--- src/npc_pkg.sv ---
// Shared constants, types and helper function of the nearest point search block.
`default_nettype none

package npc_pkg;

  // Field widths that do not depend on any parameter.
  localparam int unsigned ACTION_W = 2;
  localparam int unsigned CLASS_W  = 2;
  localparam int unsigned STATUS_W = 2;
  localparam int unsigned INDEX_W  = 10;
  localparam int unsigned DIST2_W  = 34;
  localparam int unsigned DIST_W   = 17;
  localparam int unsigned FLAGS_W  = 2;

  // Request actions.
  localparam logic [ACTION_W-1:0] ACT_APPEND = 2'd0;
  localparam logic [ACTION_W-1:0] ACT_QUERY  = 2'd1;
  localparam logic [ACTION_W-1:0] ACT_CLEAR  = 2'd2;

  // Query classes.
  localparam logic [CLASS_W-1:0] CLASS_MECH  = 2'd0;
  localparam logic [CLASS_W-1:0] CLASS_TRANS = 2'd1;
  localparam logic [CLASS_W-1:0] CLASS_AUX   = 2'd2;

  // Response status codes.
  localparam logic [STATUS_W-1:0] STATUS_OK        = 2'd0;
  localparam logic [STATUS_W-1:0] STATUS_FULL      = 2'd1;
  localparam logic [STATUS_W-1:0] STATUS_NOT_FOUND = 2'd2;

  // Bit positions of the class flags of a stored point.
  localparam int unsigned FLAG_MECH  = 0;
  localparam int unsigned FLAG_TRANS = 1;

  // Sequencer states, one-hot.
  typedef enum logic [5:0] {
    S_IDLE = 6'b000001,
    S_READ = 6'b000010,
    S_MUL  = 6'b000100,
    S_CMP  = 6'b001000,
    S_ROOT = 6'b010000,
    S_OUT  = 6'b100000
  } state_e;

  // True when a point with the given flags belongs to the queried class.
  function automatic logic class_match(input logic [FLAGS_W-1:0] flags,
                                       input logic [CLASS_W-1:0] cls);
    logic match;
    case (cls)
      CLASS_MECH:  match = flags[FLAG_MECH];
      CLASS_TRANS: match = flags[FLAG_TRANS];
      CLASS_AUX:   match = ~flags[FLAG_MECH] & ~flags[FLAG_TRANS];
      default:     match = 1'b0;
    endcase
    return match;
  endfunction

endpackage

`default_nettype wire

--- src/npc_isqrt.sv ---
// Iterative floor square root, one root bit per cycle.
`default_nettype none

module npc_isqrt
  import npc_pkg::*;
#(
  parameter int unsigned VAL_W = 36
) (
  input  wire logic                 clk_i,
  input  wire logic                 rst_ni,
  input  wire logic                 start_i,
  input  wire logic [VAL_W-1:0]     value_i,
  output logic                      done_o,
  output logic [(VAL_W/2)-1:0]      root_o
);

  localparam int unsigned ROOT_W = VAL_W / 2;
  localparam int unsigned REM_W  = ROOT_W + 2;
  localparam int unsigned CNT_W  = $clog2(ROOT_W + 1);

  logic              busy_q, busy_d;
  logic              done_q, done_d;
  logic [CNT_W-1:0]  cnt_q, cnt_d;
  logic [VAL_W-1:0]  rad_q, rad_d;
  logic [REM_W-1:0]  rem_q, rem_d;
  logic [ROOT_W-1:0] root_q, root_d;
  logic [REM_W-1:0]  rem_sh;
  logic [REM_W-1:0]  trial;

  // Bring down the next two radicand bits and try the next root bit.
  assign rem_sh = {rem_q[REM_W-3:0], rad_q[VAL_W-1 -: 2]};
  assign trial  = {root_q, 2'b01};

  always_comb begin
    busy_d = busy_q;
    done_d = 1'b0;
    cnt_d  = cnt_q;
    rad_d  = rad_q;
    rem_d  = rem_q;
    root_d = root_q;
    if (start_i && !busy_q) begin
      busy_d = 1'b1;
      cnt_d  = CNT_W'(ROOT_W);
      rad_d  = value_i;
      rem_d  = '0;
      root_d = '0;
    end else if (busy_q) begin
      rad_d = {rad_q[VAL_W-3:0], 2'b00};
      if (rem_sh >= trial) begin
        rem_d  = rem_sh - trial;
        root_d = {root_q[ROOT_W-2:0], 1'b1};
      end else begin
        rem_d  = rem_sh;
        root_d = {root_q[ROOT_W-2:0], 1'b0};
      end
      cnt_d = cnt_q - 1'b1;
      if (cnt_q == CNT_W'(1)) begin
        busy_d = 1'b0;
        done_d = 1'b1;
      end
    end
  end

  // Control state.
  always_ff @(posedge clk_i or negedge rst_ni) begin
    if (!rst_ni) begin
      busy_q <= 1'b0;
      done_q <= 1'b0;
      cnt_q  <= '0;
    end else begin
      busy_q <= busy_d;
      done_q <= done_d;
      cnt_q  <= cnt_d;
    end
  end

  // Datapath registers.
  always_ff @(posedge clk_i) begin
    rad_q  <= rad_d;
    rem_q  <= rem_d;
    root_q <= root_d;
  end

  assign done_o = done_q;
  assign root_o = root_q;

endmodule

`default_nettype wire
--- config.mk ---
export PLATFORM = sky130hd
export DESIGN_NAME = npc_isqrt
export DESIGN_NICKNAME = d
export VERILOG_FILES = /design/src/npc_pkg.sv /design/src/npc_isqrt.sv
export SDC_FILE = /design/constraint.sdc
export NUM_CORES = 1
export LEC_CHECK = 0
export BUFFER_PORTS_ARGS = -buffer_cell sky130_fd_sc_hd__buf_2
export CORE_ASPECT_RATIO = 0.6
export CORE_MARGIN = 8
export CORE_UTILIZATION = 62
export DETAILED_ROUTE_END_ITERATION = 7
export PLACE_DENSITY = 0.85
export SYNTH_ARGS = -nofsm -noshare
export SYNTH_HDL_FRONTEND = slang
export SYNTH_SLANG_ARGS = --single-unit
--- constraint.sdc ---
create_clock -name clk_i -period 4 [get_ports clk_i]
set_input_delay 1 -clock clk_i [delete_from_list [all_inputs] [get_ports clk_i]]
set_output_delay 1 -clock clk_i [all_outputs]
set_load 0.02 [all_outputs]
==> parameters.txt, run 1 <==
Parameter                              Value

Cells and area
  Number of standard cells in the final layout excluding fillers ... 549
  Antenna fix cells ... 0
  NumNets Final ... 518
  Area of the multi-input gates ... 2160 µm²
  Area overhead of the layout relative to synthesis ... 12.7%
  Leading cell type in the layout, fill and taps excluded ... buf_2
  Leading cell types in the layout, fill and taps excluded ... buf_2, nand2_1, edfxtp_1, dfxtp_1, mux2_2
  Fill cell total of the finished layout ... 462
  Final Cell Area ... 4940 µm²
  Layout cells sized above 1 ... 28.6%
  Sequential standard cell area ... 1980 µm²

Hold path
  Class of the tightest hold or removal check ... flop to flop

Synthesis
  Register bit count reported by yosys ... 79
  Synthesized-area fraction occupied by adder cells ... 6.28%
  Post-synthesis cell area ... 4390 µm²
  Post-synthesis share of cell area spent on and, or, nand and nor gates ... 11.3%
  Net Count, Synth ... 470
  Top cell type's share of synthesized area ... 24.7%
  Async set-reset flop share out of synthesis ... 8.86%
  Largest family of logic cells by synthesized area ... compound AO/OA/AOI/OAI gates
  Cell taking the most area after synthesis ... edfxtp_1
  Mux share of post-synthesis cell area ... 9.19%
  Ys Warns ... 0
  Gate count of the mapped netlist ... 409
  Part of the Yosys area used for sequential elements ... 45.1%
  Top FF cell, synth ... edfxtp_1
  Post-synth cell types ... 70
  Compound-gate portion of the synthesized area ... 19.1%
  Synthesized-area fraction occupied by xor and xnor cells ... 3.20%
  Cell types occupying the most area after synthesis ... edfxtp_1, dfxtp_1, mux2_2
  Average size of a mapped cell ... 10.7 µm²
  Post-synth EDFFs ... 36

Route
  Top metal layer carrying routed signals ... met4
  Drt total wl ... 10700 µm
  Met3 WL ... 854 µm
  Number of detailed-routing iterations run before antenna repair ... 5
  Final antenna-violating net count ... 0
  Per-cell via count in the routed design ... 6.26
  DR WL met2 ... 4710 µm
  Total vias in the final route ... 3435
  Residual DRC count ... 0
  WL met1 ... 4960 µm
  Final routed wire length divided by cell count ... 19.5 µm
  Number of DRC violations after detailed-routing iteration 0 ... 339

CTS
  Clock-pin slew on the worst setup and hold paths ... 0.06 ns
  Number of buffers created by CTS ... 9
  Hold-fix buffer count after cts ... 0
  Clock tree root buffer cell ... clkbuf_16
  Setup fix buffers added after clock tree synthesis ... 0
  H-tree Lvls ... 3
  TritonCTS clock tree ... yes
  Clock latency on the worst-skew pair ... 0.34 ns
  Buffer levels on the longest clock path ... 2
  CTS Sinks ... 79
  Cts repair resizes ... 0

Global route
  Global-route wire length before repair ... 17300 µm
  Maximum number of pins on one net before global-route repair ... 52
  Remaining Overflow, GRT ... 0
  Gr usage total ... 21.6%
  Via count of the first global-routing pass ... 3382
  Antenna violations before repair ... 0

Timing
  Ratio of final minimum period to clock period ... 68.4%
  RSZ-0062 raised after global routing ... no
  Final setup vio count ... 0
  Total negative slack ... 0 ns
  Time the worst path needs with I/O delays and setup ... 2.73 ns
  Max Clock Freq ... 0.366 GHz
  Worst Skew ... 0.00648 ns
  Final Hold Vio Count ... 0
  Final Slew Violations ... 0
  Worst-case hold slack ... 0.475 ns
  Transition time of the tightest slew-check pin ... 1.25 ns
  Slew Limit Headroom ... 16.6%

Place
  Detailed placement HPWL ... 7370 µm
  Placement-stage cell area ... 4650 µm²
  DP Cell Count ... 533
  Placer Congestion ... 0.884
  Port Buffer Count ... 57

Critical path
  Type of destination of the critical path ... flop
  Arrival time reported for the critical path endpoint ... 2.96 ns
  Crit Path Class ... flop to flop
  Kind of start point of the critical path ... flop
  Delay of the slowest critical-path stage ... 0.44 ns
  Critical path, cell by cell ... inv_1 > ha_1 > and3_1 > and2_2 > o2111ai_2 > o21ai_4 > nand2_2 > a311o_1
  Critical path's slowest cell ... ha_1
  Highest fanout seen on the critical path ... 11
  Required arrival time at the worst endpoint ... 4.22 ns

Die
  Horizontal die dimension ... 125 µm
  Die Y ... 81.1 µm
  Number of cell rows ... 23
  Overall die area ... 10100 µm²
  Placeable core area ... 6760 µm²
  Ports ... 58
  Effective utilization at floorplan ... 64.8%

Job
  Max Cap Violations ... 0

Run status
  Status ... finished clean
## state kept, by name (all words and copies together), names as in the netlist
register / flops
busy_q: 1
cnt_q: 5
done_o: 1
rad_q: 36
rem_q: 18
root_o: 18
## routing by layer
layer  track usage, %  up-vias
li1                 -     1619
met1             28.5     1644
met2             33.2      147
met3             7.21       25
met4             6.81        0
met5                0        -
## cells in the mapped netlist, types with 3 or more instances
cell,number
nand2b_1,5
or3_1,3
a211oi_1,4
o21ai_0,13
o311ai_1,8
clkbuf_1,8
dfrtp_1,7
a21o_1,8
xnor2_1,7
o221ai_1,3
ha_1,22
edfxtp_1,36
buf_6,3
nand4_1,3
a311o_1,3
a21oi_1,10
inv_1,24
clkbuf_8,3
o31ai_1,18
nand3_1,8
mux2_2,34
and3_1,3
buf_4,3
buf_1,5
o211ai_1,14
nor2_1,16
dfxtp_1,36
nand2_1,43
xor2_1,9
## cell families (layout without fill, tap and decap cells)
| group | after synthesis | count (layout) |
|---|---|---|
| AOI/OAI and AO/OA | 107 | 107 |
| xor gates and xnor gates | 16 | 16 |
| adders and majority gates | 22 | 22 |
| buffers and inverters | 48 | 101 |
| DFF | 79 | 79 |
| muxes | 36 | 36 |
| and+or+nand+nor | 101 | 101 |
## cell type report
| type | count | area share (%) |
|---|---|---|
| inverters | 24 | 1.82 |
| flip-flops and latches | 79 | 40.0 |
| well taps | 87 | 2.20 |
| repair buffers | 61 | 6.38 |
| multi-input cells | 282 | 43.6 |
| clock buffers | 13 | 5.06 |
| clock inverters | 3 | 0.861 |
## worst max-delay path: cells and delay by family, from the launching register on
family                     cells  cell delay, ns
DFF                            1            0.38
AOI/OAI and AO/OA              3            0.99
adders and majority gates      1            0.44
and+or+nand+nor                3            0.71
buffers and inverters          1            0.09
## stage by stage
step / utilization [%] / setup slack, ns
final: 73.1 / 1.27
after detailed placement: 68.8 / 1.37
after floorplan: - / 1.58
after global placement: 68.8 / 1.41
after CTS: 73.1 / 1.38
after global routing: 73.1 / 1.21
## worst paths after layout
path	from	endpoint	slack, ns	cells past startpoint
max	root_o[12]	rem_q[11]	1.27	8
min reg2reg	root_o[7]	root_o[8]	0.47	2
min	root_o[7]	root_o[8]	0.47	2
max in group asynchronous	rst_ni	busy_q	3.34	1
min in group asynchronous	rst_ni	cnt_q[1]	0.49	1
max reg2reg	root_o[12]	rem_q[11]	1.27	8
Power of run 1 is left out: the tool's default activity adds up to more than one toggle a clock period on the data nets, which glitch-free logic cannot reach.
==> inputs of run 2 (changes only) <==
- CORE_UTILIZATION: 62 -> 58
- PLACE_DENSITY: 0.85 -> 0.8
- clock period: 4 -> 2.8 ns (I/O delays scaled with it)
==> parameters.txt, run 2 (synthesis gave the netlist of run 1 again) <==
Parameter                              Value

Run status
  Status ... finished clean

Place
  Detailed placement HPWL ... 7150 µm
  Placer Congestion ... 0.895
  Port Buffer Count ... 57
  Placement-stage cell area ... 4710 µm²

Global route
  Gr usage total ... 20.2%
  Via count of the first global-routing pass ... 3431
  Remaining Overflow, GRT ... 0
  Maximum number of pins on one net before global-route repair ... 46
  Antenna violations before repair ... 0
  Global-route wire length before repair ... 17300 µm

Critical path
  Type of destination of the critical path ... flop
  Kind of start point of the critical path ... flop
  Critical path, cell by cell ... inv_1 > ha_1 > and3_1 > and2_2 > o2111ai_2 > o21ai_4 > nand2_2 > a311o_1
  Critical path's slowest cell ... ha_1
  Arrival time reported for the critical path endpoint ... 2.78 ns
  Crit Path Class ... flop to flop
  Crit Reg-Reg Startpoint ... root_o[11]
  Required arrival time at the worst endpoint ... 3.03 ns
  Highest fanout seen on the critical path ... 11
  Number of buffer and inverter stages on the critical path ... 1
  Critical R2R Capture ... rem_q[10]
  Number of cells on the critical path ... 8
  Minimum setup slack among reg-to-reg paths ... 0.25 ns
  Worst reg-to-reg path cell count ... 8
  Kind of cell with the highest combined delay on the critical path ... compound AO/OA/AOI/OAI gates
  Delay of the slowest critical-path stage ... 0.43 ns

Route
  Final routed wire length divided by cell count ... 18.4 µm
  Residual DRC count ... 0
  Final antenna-violating net count ... 0
  Total vias in the final route ... 3410
  Number of detailed-routing iterations run before antenna repair ... 5
  Number of DRC violations after detailed-routing iteration 0 ... 310
  Drt total wl ... 10500 µm
  Per-cell via count in the routed design ... 5.99

CTS
  Clock tree root buffer cell ... clkbuf_16
  Clock latency on the worst-skew pair ... 0.34 ns
  Setup fix buffers added after clock tree synthesis ... 0
  Buffer levels on the longest clock path ... 2
  CTS Sinks ... 79
  Number of buffers created by CTS ... 9
  TritonCTS clock tree ... yes
  H-tree Lvls ... 3
  Hold-fix buffer count after cts ... 0
  Clock-pin slew on the worst setup and hold paths ... 0.06 ns
  Cts repair resizes ... 0

Cells and area
  Register containing the most flip-flops in the final layout ... rad_q
  Fin util ... 69.4%
  Area overhead of the layout relative to synthesis ... 15.5%
  Antenna fix cells ... 0
  Final Cell Area ... 5060 µm²
  NumNets Final ... 521
  Leading cell type in the layout, fill and taps excluded ... buf_2
  Flip-flop count of the largest register, all copies and words added ... 36
  Leading cell types in the layout, fill and taps excluded ... buf_2, nand2_1, edfxtp_1, dfxtp_1, mux2_2
  Layout cells sized above 1 ... 29.5%

Timing
  RSZ-0062 raised after global routing ... no
  Transition time of the tightest slew-check pin ... 0.600 ns
  Max Clock Freq ... 0.393 GHz
  Slew Limit Headroom ... 60.0%
  Final setup vio count ... 0
  Ratio of final minimum period to clock period ... 91.0%
  Worst Skew ... 0.00764 ns
  Final Hold Vio Count ... 0
  Total negative slack ... 0 ns
  Time the worst path needs with I/O delays and setup ... 2.55 ns
  Final Slew Violations ... 0

Die
  Placeable core area ... 7300 µm²
  Number of cell rows ... 24
  Overall die area ... 10700 µm²
  Effective utilization at floorplan ... 60.1%
  Horizontal die dimension ... 128 µm
  Ports ... 58
  Die Y ... 83.4 µm

Hold path
  Class of the tightest hold or removal check ... primary input to asynchronous set/reset pin

Job
  Max Cap Violations ... 0
## run 2: changes by cell type in the layout (fill, tap and decap cells not counted), sizes merged
cell      delta
clkinvlp     -1
bufinv       +1
clkbuf       -1
buf          +3
clkinv       +1
## run 2: worst max-delay path by stage
| stage | startpoint | endpoint | slack [ns] |
|---|---|---|---|
| floorplan | root_o[11] | rem_q[1] | 0.38 |
| global placement | root_o[6] | rem_q[15] | 0.38 |
| detailed placement | root_o[11] | rem_q[0] | 0.32 |
| CTS | root_o[1] | rem_q[16] | 0.28 |
| global route | root_o[1] | rem_q[17] | 0.13 |
| finish | root_o[11] | rem_q[10] | 0.25 |
## run 2: routing by layer
metal	GRT usage, %	vias up	share of wire [%]	routed length, µm
met4	5.90	0	0.99	104
met3	6.76	13	9.4	988
met2	29.7	162	45	4700
met5	0	-	0	0
li1	-	1627	-	-
met1	27.3	1608	45	4690
## run 2: through the flow
step | hold WS, ns | instances | worst slack, ns
after global placement | 0.458 | 553 | 0.380
after detailed placement | 0.458 | 553 | 0.318
after global routing | 0.194 | 569 | 0.125
after floorplan | 0.404 | 409 | 0.380
final | 0.185 | 569 | 0.252
after CTS | 0.185 | 569 | 0.283
## run 2: cell type report
type | count | area [µm²]
sequential | 79 | 1980
fill | 564 | 2230
multi-input combinational | 282 | 2160
timing repair buffer | 64 | 350
inverter | 24 | 90.1
clock inverter | 4 | 73.8
clock buffer | 12 | 279
tap | 104 | 130
Power of run 2 is left out for the same reason.
